<file path="src/hdl/quad_facet_area_four_point_assert.svh">
// Assertion macros shared by the facet area block.
`ifndef QUAD_FACET_AREA_FOUR_POINT_ASSERT_SVH
`define QUAD_FACET_AREA_FOUR_POINT_ASSERT_SVH

// Same-cycle implication, disabled while in reset.
`define QFA_ASSERT_IMPL(name, clk, rstn, ante, cons) \
    name: assert property (@(posedge clk) disable iff (!rstn) (ante) |-> (cons)) \
        else $error("qfa assertion failed");

// Next-cycle implication, disabled while in reset.
`define QFA_ASSERT_NEXT(name, clk, rstn, ante, cons) \
    name: assert property (@(posedge clk) disable iff (!rstn) (ante) |=> (cons)) \
        else $error("qfa assertion failed");

`endif

</file>
<file path="src/hdl/qfa_pkg.sv">
package qfa_pkg;

    localparam int WEIGHT_W   = 31;
    localparam logic [WEIGHT_W-1:0] WEIGHT_A = 31'd453816693;
    localparam logic [WEIGHT_W-1:0] WEIGHT_B = 31'd1693666955;
    localparam int TAN_SHIFT  = 24;
    localparam int GUARD_BITS = 8;
    localparam int AREA_W     = 64;
    localparam int AREA_FRAC  = 24;
    localparam int LIMB_W     = 16;

    typedef struct packed {
        logic en;
        logic vld;
    } pipe_ctl_t;

endpackage

</file>
<file path="src/hdl/qfa_umul.sv">
module qfa_umul #(
    parameter int AW = 32,
    parameter int BW = 32
) (
    input  logic                  aclk,
    input  logic                  aresetn,
    input  qfa_pkg::pipe_ctl_t    ctl,
    input  logic [AW-1:0]         a,
    input  logic [BW-1:0]         b,
    input  logic                  side_in,
    output logic                  vld_out,
    output logic [AW+BW-1:0]      p,
    output logic                  side_out
);

    localparam int LW  = qfa_pkg::LIMB_W;
    localparam int NL  = (BW + LW - 1) / LW;
    localparam int BPW = NL * LW;
    localparam int PW  = AW + BW;

    logic [PW-1:0]  acc_reg  [NL];
    logic [AW-1:0]  a_reg    [NL];
    logic [BPW-1:0] b_reg    [NL];
    logic           side_reg [NL];
    logic           vld_reg  [NL];

    for (genvar i = 0; i < NL; i++) begin : g_stage
        logic [PW-1:0]    acc_src;
        logic [AW-1:0]    a_src;
        logic [BPW-1:0]   b_src;
        logic             side_src;
        logic             vld_src;
        logic [AW+LW-1:0] pp;
        logic [PW-1:0]    acc_next;

        if (i == 0) begin : g_first
            assign acc_src  = '0;
            assign a_src    = a;
            assign b_src    = BPW'(b);
            assign side_src = side_in;
            assign vld_src  = ctl.vld;
        end else begin : g_next
            assign acc_src  = acc_reg[i-1];
            assign a_src    = a_reg[i-1];
            assign b_src    = b_reg[i-1];
            assign side_src = side_reg[i-1];
            assign vld_src  = vld_reg[i-1];
        end

        // one limb of b per stage
        assign pp       = a_src * b_src[i*LW +: LW];
        assign acc_next = acc_src + (PW'(pp) << (i * LW));

        always_ff @(posedge aclk) begin
            if (!aresetn) begin
                vld_reg[i] <= 1'b0;
            end else if (ctl.en) begin
                vld_reg[i] <= vld_src;
            end
        end

        always_ff @(posedge aclk) begin
            if (ctl.en) begin
                acc_reg[i]  <= acc_next;
                a_reg[i]    <= a_src;
                b_reg[i]    <= b_src;
                side_reg[i] <= side_src;
            end
        end
    end

    assign p        = acc_reg[NL-1];
    assign side_out = side_reg[NL-1];
    assign vld_out  = vld_reg[NL-1];

endmodule

</file>
<file path="config.mk">
export PLATFORM = sky130hd
export DESIGN_NAME = qfa_umul
export DESIGN_NICKNAME = d
export VERILOG_FILES = /design/src/hdl/quad_facet_area_four_point_assert.svh /design/src/hdl/qfa_pkg.sv /design/src/hdl/qfa_umul.sv
export SDC_FILE = /design/constraint.sdc
export NUM_CORES = 2
export LEC_CHECK = 0
export ABC_CLOCK_PERIOD_IN_PS = 7700
export BUFFER_PORTS_ARGS = -buffer_cell sky130_fd_sc_hd__buf_2
export CORE_ASPECT_RATIO = 1.25
export CORE_UTILIZATION = 40
export CTS_CLUSTER_DIAMETER = 150
export CTS_CLUSTER_SIZE = 24
export DETAILED_ROUTE_END_ITERATION = 6
export PLACE_DENSITY = 0.68
export SLEW_MARGIN = 10
export SYNTH_ARGS = -nofsm -noshare
export SYNTH_HDL_FRONTEND = slang
export SYNTH_SLANG_ARGS = --single-unit
</file>
<file path="constraint.sdc">
create_clock -name aclk -period 7.7 [get_ports aclk]
set_input_delay 1.155 -clock aclk [delete_from_list [all_inputs] [get_ports aclk]]
set_output_delay 1.155 -clock aclk [all_outputs]
set_load 0.01 [all_outputs]
</file>
# == Word level (Yosys, flattened, before mapping) ==
# Memory sizes are Yosys's and may differ from the RTL's.
# Cells that the tools add are included.
# totals
output_inout_bits,66
inputBits,69
register_bits,0
memories,5
ram_bits,260
wordCells,17
# op_classes
n_mul,2
bitwise_logic,2
addsub,1
n_mux,7
# mem_list
name,depth,width,rd,rd_clocked_by_memory_dff,wr,line_no,text
acc_reg,2,64,2,0,2,qfa_umul.sv:21,logic [PW-1:0] acc_reg [NL];
a_reg,2,32,1,0,2,qfa_umul.sv:22,logic [AW-1:0] a_reg [NL];
b_reg,2,32,1,0,2,qfa_umul.sv:23,logic [BPW-1:0] b_reg [NL];
side_reg,2,1,2,0,2,qfa_umul.sv:24,logic side_reg [NL];
vld_reg,2,1,2,0,2,qfa_umul.sv:25,logic vld_reg [NL];
# op_table
op,n
$mul A32 B16 Y48,2
$add A64 B64 Y64,1
$mux W1,7
$or A1 B1 Y1,2

# == Logic depth before layout (Yosys ltp) ==
# depth
ltp_word,4
depth_mapped,35
depth_no_buf,34

# == Least setup slack after synthesis ==
# No wires, ideal clock.
# synth_path
path_type,flip-flop to flip-flop
startpoint,memory a_reg[0][7]
endpoint,memory acc_reg[0][125] (netlist name) (data pin)
path_stages_with_launch,35
arrival_ps,7646
slack_ps,-208
setup_ps,262
t_required_ps,7438
n_path_buf,1
cell_sequence,edfxtp_1 -> clkbuf_1 -> nand2_1 -> fa_1 -> inv_1 -> fa_1 -> inv_1 -> fa_1 -> inv_1 -> fa_1 -> fa_1 -> inv_1 -> fa_1 -> inv_1 -> ha_1 -> and2_1 -> a221oi_1 -> o21ba_2 -> o21ai_4 -> a21o_1 -> a21oi_1 -> xnor2_1 -> ha_1 -> nand2_1 -> nor2_1 -> nand2_1 -> o221a_2 -> nand2_1 -> o221a_2 -> a31oi_1 -> a21oi_1 -> a221o_1 -> nor4b_1 -> and4_1 -> xnor2_1
# synth_lines
element,line_no
from (decl),qfa_umul.sv:22
to (decl),qfa_umul.sv:21

==> metrics.yaml <==
period_share_pct: 102.5
cp.required_ns: 7.92
chipWidth_um: 281.1
area_growth_syn_to_layout_pct: 15.02
placed_cell_area_sq_um: 43130
cts_buffer_depth: 2
largest_register_ffs: 112
fp-row-count: 127
period_needed_ns: 7.889
holdBufCountCts: 0
synth_seq_cells: 164
critPathLaunchType: "flip-flop"
relSlewSlack_pct: 43.97
clk_latency_ns: 0.49
dp_hpwl_um: 83020
grt_pass1_wl_um: 160800
ys_seq_area_share_pct: 12.62
synth_fp_nets: 5331
yosysMostFrequentCell: "inv_1"
antenna_found_initial: 0
io_buffers: 134
grt.overflow.total: 0
synth_top_area_share_pct: 43.01
dr.max_layer_used: "met4"
synth_async_sr_flop_share_pct: 0
synth_commonest_cells: "895 x inv_1, 837 x fa_1, 760 x nand2_1, 339 x and2_1, 274 x ha_1"
gp_congestion: 0.9050
avgSynthCellArea_sq_um: 9.385
outcome: "finished, violations left"
cp-end-kind: "flip-flop"
syn-cell-area_sq_um: 38960
synthCells: 4151
drt_iter0_markers: 1462
cp_num_buf_inv: 10
htree_levels: 4
met2_length_um: 48360
timing_worst_setup_path_type: "flip-flop to flip-flop"
vias: 28400
worstPathMaxFanout: 6
max_slew.worst_pin.slew_ns: 0.8404
hp-class: "flip-flop to flip-flop"
drv_slew: 0
hold_violations: 0
wl_met3_um: 4921
drive_gt1_share_pct: 15.91
clock-root-buffer: "clkbuf_16"
die_y_um: 350.9
antenna_cells: 0
viasPerCell: 4.922
clk_pin_slew_ns: 0.08
synth_top_area_cell: "fa_1"
critPathTopFamily: "adder cells"
violations: "setup timing"
nets: 5648
synth_edf_count: 163
yosys_most_used_dff: "edfxtp_1"
wl_met1_um: 40740
final_cell_area_sq_um: 44810
cp_slowest_cell: "edfxtp_1"
pin_count: 135
cts_buffers: 17
grt_start_max_net_pins: 70
drc: 0
cts.sinks: 164
crit_path_max_incr_delay_ns: 0.55
rsz0062_at_grt: "yes"
ys_warn_count: 0
fmax_ghz: 0.1268
setup_violations: 14
grt_pass1_vias: 31390
grtUsageTotal_pct: 20.52
fp.dieArea_sq_um: 98660
coreArea_sq_um: 96140
synth_area_leaders: "fa_1 43%, edfxtp_1 13%, ha_1 8.8%"
finClkSkew_ns: 0.02085
antenna_left: 0
initial_core_util_pct: 40.52
ys_types: 77
first_pass_iters: 5
critPathArrivalTime_ns: 8.11
wl_um: 95870
wl_per_cell_um: 16.61
cts_tree: "done"
crit_top_cell: "fa_1"
worst_slack_ns: -0.1890
cap_violations: 0
[routing by layer]
| metal | vias to the layer above | GRT usage (%) |
|---|---|---|
| met1 | 14630 | 26.87 |
| met2 | 669 | 35.92 |
| met5 | - | 0 |
| met3 | 117 | 2.484 |
| met4 | 0 | 5.063 |
| li1 | 12990 | - |
[placed cells by master (no fill, tap or decap), types with 10 or more instances in the layout]
cell type / netlist / routed
inv_1: 895 / 879
fa_1: 837 / 823
nand2_1: 760 / 747
buf_4: 66 / 348
and2_1: 339 / 328
ha_1: 274 / 255
edfxtp_1: 163 / 163
buf_2: 1 / 133
xnor2_1: 87 / 85
a21oi_1: 95 / 81
a21o_1: 79 / 79
nor2_1: 68 / 64
o21ai_0: 46 / 38
xor2_1: 40 / 35
buf_6: 0 / 28
buf_12: 0 / 23
and3_1: 20 / 19
nand3_1: 23 / 18
clkbuf_16: 0 / 17
o21bai_1: 16 / 16
inv_2: 0 / 16
ha_4: 0 / 16
nand4_1: 14 / 14
fa_2: 0 / 14
a21oi_2: 0 / 13
nand2b_1: 13 / 13
a31oi_1: 13 / 12
o21a_1: 12 / 11
and2_4: 0 / 11
nor3_1: 14 / 11
nand2_2: 0 / 10
[cell type report]
cell class                      count  area (sq um)
Clock buffer                       19         442.9
Clock inverter                     13         150.1
Inverter                          895          3359
Fill cell                        8928         51320
Tap cell                         1290          1614
Timing Repair Buffer              534          4084
Sequential cell                   164          4915
Multi-Input combinational cell   2856         30250
[logic make-up after synthesis]
family	Yosys count	share of synthesized area, %
xor+xnor	128	2.897
simple gates	1283	15.32
fa+ha+maj	1111	51.81
compound gates	332	5.771
buf+inv	1131	11.54
flops	164	12.62
mux	2	0.05139
[through the flow]
stage | instances | setup WS [ns] | hold WS, ns | utilization, % | setup TNS (ns)
6_report | 5771 | -0.1890 | 0.4199 | 46.61 | -1.364
4_1_cts | 5756 | -0.2250 | 0.4211 | 46.09 | -1.897
2_1_floorplan | 4151 | 0.0002371 | 0.4003 | - | 0
5_1_grt | 5771 | -0.4129 | 0.4227 | 46.61 | -5.871
3_3_place_gp | 5699 | -0.5076 | 0.4016 | 44.86 | -6.536
3_5_place_dp | 5699 | -0.5919 | 0.4045 | 44.86 | -8.348
[worst register-to-register path, delay by kind of cell, from the launching register on]
kind                       cells  cell delay [ns]
DFF                            1             0.55
AOI/OAI and AO/OA              5             1.30
xor gates and xnor gates       2             0.27
and+or+nand+nor                8             0.92
adders and majority gates      8             3.62
buffers and inverters         10             0.96
[path summary, 6_finish.rpt]
| check | from | to | slack [ns] | cells after the start |
|---|---|---|---|---|
| setup / recovery | b_reg[0][17] | acc_reg[0][127] | -0.19 | 33 |
| hold / removal | acc_reg[0][12] | acc_reg[0][76] | 0.42 | 0 |
| setup reg to reg | b_reg[0][17] | acc_reg[0][127] | -0.19 | 33 |
| hold reg to reg | acc_reg[0][12] | acc_reg[0][76] | 0.42 | 0 |
[what timing repair did]
| action | 4_1_cts | 5_1_grt |
|---|---|---|
| gates resized for setup | 87 | 95 |
| buffers inserted | 26 | 17 |
| pin swaps | 73 | 82 |
| setup endpoints to repair | 22 | 22 |
Power is not shown: default switching activity piles up to over one toggle a cycle in this logic, so the estimate is an artifact.
